$ cat config.mk
export PLATFORM = sky130hd
export DESIGN_NAME = stbs_seq
export DESIGN_NICKNAME = d
export VERILOG_FILES = /design/src/design/sorted_table_bracket_search_assert.svh /design/src/design/stbs_pkg.sv /design/src/design/stbs_seq.sv
export SDC_FILE = /design/constraint.sdc
export NUM_CORES = 1
export LEC_CHECK = 0
export BUFFER_PORTS_ARGS = -buffer_cell sky130_fd_sc_hd__buf_2
export CAP_MARGIN = 10
export CORE_MARGIN = 1
export CORE_UTILIZATION = 39
export DETAILED_ROUTE_END_ITERATION = 8
export GPL_ROUTABILITY_DRIVEN = 0
export PLACE_DENSITY = 0.69
export SLEW_MARGIN = 40
export SYNTH_ARGS = -nofsm -noshare
export SYNTH_HDL_FRONTEND = slang
export SYNTH_SLANG_ARGS = --single-unit
$ cat constraint.sdc
create_clock -name clk -period 3.1 [get_ports clk]
set_input_delay 0.31 -clock clk [delete_from_list [all_inputs] [get_ports clk]]
set_output_delay 0.31 -clock clk [all_outputs]
set_load 0.1 [all_outputs]
$ cat src/design/sorted_table_bracket_search_assert.svh
// Assertion macros for the sorted table bracket search block.
// Needs signals clk and rst in the scope of each use.
`ifndef SORTED_TABLE_BRACKET_SEARCH_ASSERT_SVH
`define SORTED_TABLE_BRACKET_SEARCH_ASSERT_SVH

// same-cycle implication
`define STBS_ASSERT_IMPL(label, ante, cons, msg) \
  label: assert property (@(posedge clk) disable iff (rst) (ante) |-> (cons)) else $error(msg);

// next-cycle implication
`define STBS_ASSERT_NEXT(label, ante, cons, msg) \
  label: assert property (@(posedge clk) disable iff (rst) (ante) |=> (cons)) else $error(msg);

`endif

$ cat src/design/stbs_pkg.sv
// Shared types and constants for the sorted table bracket search block.
// No dependencies; used by stbs_seq, stbs_dp and the top level.
package stbs_pkg;

  localparam int unsigned TABLE_DEPTH_DEF = 1024;
  localparam int unsigned CFG_W   = 11;   // configuration register width
  localparam int unsigned IDX_W   = 10;   // index fields of the words
  localparam int unsigned VAL_W   = 64;   // Q32.32 value
  localparam int unsigned SW      = 14;   // signed search index width
  localparam int unsigned STEP_W  = 5;    // microcode step counter
  localparam int unsigned PADDR_W = 4;
  localparam int unsigned PDATA_W = 32;

  localparam logic [1:0] CMD_WRITE  = 2'd0;
  localparam logic [1:0] CMD_LOCATE = 2'd1;
  localparam logic [1:0] CMD_HUNT   = 2'd2;
  localparam logic [1:0] CMD_NONE   = 2'd3;

  localparam logic [1:0] REG_TABLE_LENGTH   = 2'd0;
  localparam logic [1:0] REG_WINDOW_POINTS  = 2'd1;
  localparam logic [1:0] REG_CORR_DISTANCE  = 2'd2;

  typedef struct packed {
    logic [1:0]              cmd;
    logic [IDX_W-1:0]        entry_index;
    logic signed [VAL_W-1:0] value;
  } req_t;

  typedef struct packed {
    logic [IDX_W-1:0] window_start;
    logic [IDX_W-1:0] bracket_index;
    logic             correlated;
    logic             status;
  } rsp_t;

  // table read address source
  typedef enum logic [2:0] {
    A_ZERO, A_NM1, A_LAST, A_UP, A_DN, A_MID
  } addr_sel_t;

  // datapath micro-operation
  typedef enum logic [4:0] {
    U_NOP, U_LOAD_T0, U_ASC_INIT, U_UP_STEP, U_UP_ADV, U_HI_NM1, U_HI_LO,
    U_DN_STEP, U_DN_ADV, U_LO_ZERO, U_LOC_INIT, U_MID, U_BIS_UPD,
    U_FIN_QUERY, U_FIN_WRITE, U_FIN_ZERO, U_FIN_ERR
  } uop_t;

  // jump condition
  typedef enum logic [3:0] {
    C_NEVER, C_ALWAYS, C_CMD_WR, C_CMD_NONE, C_SIZE_ERR, C_LOCATE,
    C_SIDE, C_OFF_SIDE, C_UP_CLAMP, C_DN_CLAMP, C_NARROW
  } cond_t;

  typedef struct packed {
    addr_sel_t         addr;
    uop_t              op;
    cond_t             cond;
    logic [STEP_W-1:0] target;
    logic              done;
  } ctrl_t;

  // datapath status seen by the sequencer
  typedef struct packed {
    logic cmd_wr;
    logic cmd_none;
    logic size_err;
    logic locate;
    logic side;
    logic up_clamp;
    logic dn_clamp;
    logic narrow;
  } flags_t;

  typedef struct packed {
    logic busy;
    logic adv;
    logic fin;
  } seq_stat_t;

endpackage

$ cat src/design/stbs_seq.sv
// Microcode sequencer: step counter, control store and jump logic.
// Depends on stbs_pkg.
module stbs_seq (
  input  logic               clk,
  input  logic               rst,
  input  logic               start,
  input  logic               hold,
  input  stbs_pkg::flags_t   flags,
  output stbs_pkg::ctrl_t    ctrl,
  output stbs_pkg::seq_stat_t stat
);
  import stbs_pkg::*;

  localparam logic [STEP_W-1:0] S_UP        = STEP_W'(6);
  localparam logic [STEP_W-1:0] S_UP_CLAMP  = STEP_W'(9);
  localparam logic [STEP_W-1:0] S_DN_INIT   = STEP_W'(10);
  localparam logic [STEP_W-1:0] S_DN        = STEP_W'(11);
  localparam logic [STEP_W-1:0] S_DN_CLAMP  = STEP_W'(14);
  localparam logic [STEP_W-1:0] S_LOC_INIT  = STEP_W'(15);
  localparam logic [STEP_W-1:0] S_BISECT    = STEP_W'(16);
  localparam logic [STEP_W-1:0] S_FIN_QUERY = STEP_W'(18);
  localparam logic [STEP_W-1:0] S_WRITE     = STEP_W'(19);
  localparam logic [STEP_W-1:0] S_FIN_ZERO  = STEP_W'(20);
  localparam logic [STEP_W-1:0] S_FIN_ERR   = STEP_W'(21);

  // control store; a read issued in one step is compared in the next
  function automatic ctrl_t rom(input logic [STEP_W-1:0] s);
    ctrl_t w;
    w.addr   = A_ZERO;
    w.op     = U_NOP;
    w.cond   = C_NEVER;
    w.target = '0;
    w.done   = 1'b0;
    case (s)
      STEP_W'(0): begin
        w.cond = C_CMD_WR;   w.target = S_WRITE;
      end
      STEP_W'(1): begin
        w.cond = C_CMD_NONE; w.target = S_FIN_ZERO;
      end
      STEP_W'(2): begin
        w.addr = A_ZERO; w.cond = C_SIZE_ERR; w.target = S_FIN_ERR;
      end
      STEP_W'(3): begin
        w.addr = A_NM1; w.op = U_LOAD_T0;
      end
      STEP_W'(4): begin
        w.addr = A_LAST; w.op = U_ASC_INIT; w.cond = C_LOCATE; w.target = S_LOC_INIT;
      end
      STEP_W'(5): begin
        w.cond = C_OFF_SIDE; w.target = S_DN_INIT;
      end
      S_UP: begin
        w.addr = A_UP; w.op = U_UP_STEP; w.cond = C_UP_CLAMP; w.target = S_UP_CLAMP;
      end
      STEP_W'(7): begin
        w.cond = C_OFF_SIDE; w.target = S_BISECT;
      end
      STEP_W'(8): begin
        w.op = U_UP_ADV; w.cond = C_ALWAYS; w.target = S_UP;
      end
      S_UP_CLAMP: begin
        w.op = U_HI_NM1; w.cond = C_ALWAYS; w.target = S_BISECT;
      end
      S_DN_INIT: begin
        w.op = U_HI_LO;
      end
      S_DN: begin
        w.addr = A_DN; w.op = U_DN_STEP; w.cond = C_DN_CLAMP; w.target = S_DN_CLAMP;
      end
      STEP_W'(12): begin
        w.cond = C_SIDE; w.target = S_BISECT;
      end
      STEP_W'(13): begin
        w.op = U_DN_ADV; w.cond = C_ALWAYS; w.target = S_DN;
      end
      S_DN_CLAMP: begin
        w.op = U_LO_ZERO; w.cond = C_ALWAYS; w.target = S_BISECT;
      end
      S_LOC_INIT: begin
        w.op = U_LOC_INIT;
      end
      S_BISECT: begin
        w.addr = A_MID; w.op = U_MID; w.cond = C_NARROW; w.target = S_FIN_QUERY;
      end
      STEP_W'(17): begin
        w.op = U_BIS_UPD; w.cond = C_ALWAYS; w.target = S_BISECT;
      end
      S_FIN_QUERY: begin
        w.op = U_FIN_QUERY; w.done = 1'b1;
      end
      S_WRITE: begin
        w.op = U_FIN_WRITE; w.done = 1'b1;
      end
      S_FIN_ERR: begin
        w.op = U_FIN_ERR; w.done = 1'b1;
      end
      default: begin
        w.op = U_FIN_ZERO; w.done = 1'b1;
      end
    endcase
    return w;
  endfunction

  logic [STEP_W-1:0] step;
  logic              busy;
  logic              taken;
  logic              adv;

  assign ctrl = rom(step);
  assign adv  = busy && !(ctrl.done && hold);

  always_comb begin
    case (ctrl.cond)
      C_ALWAYS:   taken = 1'b1;
      C_CMD_WR:   taken = flags.cmd_wr;
      C_CMD_NONE: taken = flags.cmd_none;
      C_SIZE_ERR: taken = flags.size_err;
      C_LOCATE:   taken = flags.locate;
      C_SIDE:     taken = flags.side;
      C_OFF_SIDE: taken = !flags.side;
      C_UP_CLAMP: taken = flags.up_clamp;
      C_DN_CLAMP: taken = flags.dn_clamp;
      C_NARROW:   taken = flags.narrow;
      default:    taken = 1'b0;
    endcase
  end

  always_ff @(posedge clk) begin
    if (rst) begin
      busy <= 1'b0;
      step <= '0;
    end else if (start) begin
      busy <= 1'b1;
      step <= '0;
    end else if (adv) begin
      if (ctrl.done) begin
        busy <= 1'b0;
      end else if (taken) begin
        step <= ctrl.target;
      end else begin
        step <= step + STEP_W'(1);
      end
    end
  end

  assign stat.busy = busy;
  assign stat.adv  = adv;
  assign stat.fin  = adv && ctrl.done;

endmodule

# [Word level (Yosys, flattened, before mapping)]
# Cells that the tools add are included.
[totals] reg_bits=6 inputBits=12 out_inout_bits=21 wordCells=56
[classes] n_addsub=1 n_eq_ne=31 mux=9 n_reduce_logical=13
[op_table] cell="9-bit one-hot mux with 13 select lines" n=1
[op_table] cell="5-bit one-hot mux with 16 select lines" n=1
[op_table] cell="5-bit by 4-bit == test with 1-bit output, second input constant" n=8
[op_table] cell="5-bit == test, second input constant" n=5
[op_table] cell="5-bit by 3-bit == test with 1-bit output, second input constant" n=4
[op_table] cell="18-bit OR reduction" n=1
[op_table] cell="4-bit by 3-bit == test with 1-bit output, second input constant" n=4
[op_table] cell="3-bit one-hot mux with 5 select lines" n=1
[op_table] cell="4-bit == test, second input constant" n=3
[op_table] cell="5-bit by 2-bit == test with 1-bit output, second input constant" n=2
[op_table] cell="1-bit one-hot mux with 10 select lines" n=1
[op_table] cell="4-bit by 2-bit == test with 1-bit output, second input constant" n=2
[op_table] cell="6-bit OR reduction" n=1
[op_table] cell="5-bit by 1-bit adder with 5-bit output, second input constant" n=1
[op_table] cell="5-bit by 1-bit == test with 1-bit output, second input constant" n=1
[op_table] cell="5-bit zero test" n=1
[op_table] cell="5-bit two-way mux" n=1
[op_table] cell="4-bit by 1-bit == test with 1-bit output, second input constant" n=1
[op_table] cell="1-bit two-way mux" n=4
[op_table] cell="2-bit AND reduction" n=2
[op_table] cell="1-bit logical AND" n=3
[op_table] cell="3-bit OR reduction" n=1
[op_table] cell="1-bit zero test" n=2
[op_table] cell="2-bit by 1-bit inequality test with 1-bit output, second input constant" n=1
[op_table] cell="other kinds (2)" n=2

# [Depth between registers and ports, before layout]
[logic_depth] depth_word=8 depth_mapped=11 ltp_nobuf=9

# [Worst setup path before layout]
# No wires, ideal clock.
[synth_path] path_kind="register to register" from="register step[0]" to="register step[2]" setup_ns=0.070 arrival_ns=6.500 required_time_ns=3.030 slack_ns=-3.469 path_stages_with_launch=9 path_buffers=1 period_less_slack_ns=6.569 cell_sequence="dfxtp_1 inv_1 ha_1 buf_2 nand2b_1 a2111oi_0 and3_1 a32oi_1 a21oi_1"
[synth_lines] element="start: declaration" line_no="stbs_seq.sv:105" source="logic [STEP_W-1:0] step;"
[synth_lines] element="start signal: assignment" line_no="stbs_seq.sv:140" source="step <= ctrl.target;"
[synth_lines] element="start signal: assignment" line_no="stbs_seq.sv:142" source="step <= step + STEP_W'(1);"

==> run summary <==
status = completed
r2r startpoint = step[0]
xor/xnor cell area share of the yosys netlist = 0%
Mapped Avg Cell Area = 7.22 sq um
GRT overflow = 0
Die H = 56.2 um
Port Buffer Count = 32
Num Clock Sinks = 6
num rows = 19
async set-reset flop share out of synthesis = 0%
H-tree levels = 1
Hold-fix buffers, CTS = 0
Syn-to-layout area delta = 21.5%
Ys Warns = 0
Syn Nets = 175
Slew Limit Fails = 0
Min-Delay Startpoint = rst
CP required = 2.79 ns
Final Hold Vio Count = 0
Post-Synth Simple-Gate Area = 37.5%
arrival time worst endpoint = 2.65 ns
met2 WL = 1540 um
hpwl dp = 2490 um
post-synthesis mux area share = 1.74%
worst hold slack = 0.244 ns
I/O pin count = 33
predominant post-synthesis flop cell = dfxtp_1
Routed WL per cell = 14.9 um
Max VDD drop = 0.000276 V
# setup viols final = 0
largest net degree at the start of global routing = 20
Post-Syn Area = 1150 sq um
placed instance count = 214
global-route wire length before repair = 5290 um
WL met3 = 219 um
clk_lat worst skew = 0.25 ns
P per Cell Area = 415 nW/um^2
fmax = 338 MHz
post-synthesis compound-gate area fraction = 33.9%
crit-path max FO = 14
Total GRT Usage = 20.3%
leakage = 0.606 nW
vias in the first global route = 1167
placed inst area = 1360 sq um
slowest stage delay, CP = 0.68 ns
CTS Buf Count = 3
Final nets = 204
Routed Antenna Nets = 0
die width = 56.2 um
DR iter-0 viols = 68
Via density = 6.15
layout cells sized above 1 = 32.3%
DR top layer = met3
largest family of logic cells by synthesized area = simple AND/OR/NAND/NOR gates
flop and latch count out of synthesis = 6
Post-synth EDFFs = 0
initial core utilization = 41.3%
Top delay family on crit path = simple AND/OR/NAND/NOR gates
WS Path Type = register to primary output
synthesized-area fraction occupied by adder cells = 4.36%
Max Root-Sink Buffers = 2
total power = 0.579 mW
Max-Slew Margin vs Limit = 58.8%
Setup WS pre-CTS = 0.288 ns
die area = 3160 sq um
DRT met1 WL = 1490 um
CP endpoint kind = primary output
unrepaired setup endpoints after global routing = false
initial antenna violation count = 0
Seq/Total Area, Yosys = 10.5%
Slew @ Worst Pin = 0.617 ns
synthesized instance count = 159
Crit. Startpoint = step[0]
CTS tree = done
fillers = 267
Hold Crit Class = primary input to register
Final Core Density = 50.1%
Total Wirelength = 3240 um
Clock Skew = 0.00700 ns
fin crit period = 2.96 ns
DRC Markers = 0
clock transition at the registers of the reported paths = 0.04 ns
Critical path buffers and inverters = 3
Core ar. = 2780 sq um
fin crit share = 95.3%
ANT cells = 0
setup TNS = 0 ns
number of max-cap violations = 0
post-synth cell types = 58
First-pass DRT Iterations = 4
Slowest-stage cell, CP = or4_1
post_cts resized = 0
Final Cell Area = 1390 sq um
CP most frequent cell = inv_1
postcts setup bufs = 0
startpoint types = register
clock root cell = clkbuf_4
via count = 1334
fin cells = 217
final worst slack = 0.144 ns
critical path cell sequence = inv_1 -> ha_1 -> or4_1 -> a22o_1 -> inv_1 -> a21boi_0 -> buf_2
final timing paths:
check / to / cells after the start / slack (ns)
max: stat[1] / 7 / 0.14
min: busy / 2 / 0.24
max reg2reg: step[3] / 9 / 0.26
min reg2reg: step[1] / 2 / 0.57
where the power goes:
part           internal, mW  switching [mW]
Combinational        0.0975           0.319
Sequential           0.0813         0.00819
Clock                0.0439          0.0291
Total                 0.223           0.356
layout by cell type, fill, tap and decap left out, drive strengths merged, types with 4 or more instances in the layout:
cell and count:
inv 10, dfxtp 6, nor2 6, ha 4, a211oi 5, nand2 15, a21oi 8, or4 4
o21ai 6, nor3 4, buf 39, or2 4, clkbuf 4, nand3 10, nand2b 7
flip-flops by register name (all words and copies together), names as in the netlist:
name	flops
busy	1
step	5
final cells by class:
class	count	area [sq um]	area share, %
Timing Repair Buffer	40	229	16.4
Sequential cell	6	120	8.62
Inverter	10	37.5	2.69
Tap cell	31	38.8	2.78
Clock buffer	3	22.5	1.62
Multi-Input combinational cell	127	946	67.9
cells by family (layout without fill, tap and decap cells):
| logic type | after synthesis | after routing |
|---|---|---|
| adders and majority gates | 4 | 4 |
| buffers and inverters | 26 | 53 |
| muxes | 2 | 2 |
| DFF | 6 | 6 |
| AOI/OAI and AO/OA | 49 | 49 |
| and+or+nand+nor | 72 | 72 |
layer usage:
metal,vias to the layer above,global-route usage [%]
li1,662,-
met1,613,28.3
met2,59,33.3
met3,0,3.95
met4,0,2.09
met5,-,0
cells in the mapped netlist (2+ instances only):
master / n / area share, %
nand2_1: 15 / 4.9
o2111a_1: 2 / 2.0
buf_6: 3 / 2.9
o32ai_1: 2 / 1.5
a221oi_1: 2 / 1.5
o211ai_1: 2 / 1.3
or4_1: 4 / 2.6
a211oi_1: 5 / 3.3
nand4bb_1: 2 / 2.0
nor4_1: 2 / 1.1
ha_1: 4 / 4.4
or4b_1: 2 / 1.7
inv_1: 9 / 2.9
buf_2: 5 / 2.2
and3_1: 3 / 1.6
clkbuf_1: 4 / 1.3
nand3_1: 9 / 3.9
o311ai_1: 2 / 1.5
nand2b_1: 7 / 3.8
or2_2: 4 / 2.2
nor3b_1: 2 / 1.3
nor2_1: 6 / 2.0
nor3_1: 4 / 1.7
o21ai_0: 6 / 2.6
a21oi_1: 8 / 3.5
dfxtp_1: 6 / 10
or3b_4: 2 / 2.0
nor2b_1: 3 / 1.6
mux2i_1: 2 / 1.7
or3_1: 2 / 1.1
buf_4: 3 / 2.0
Note: power is estimated with default switching activity, not from simulation.
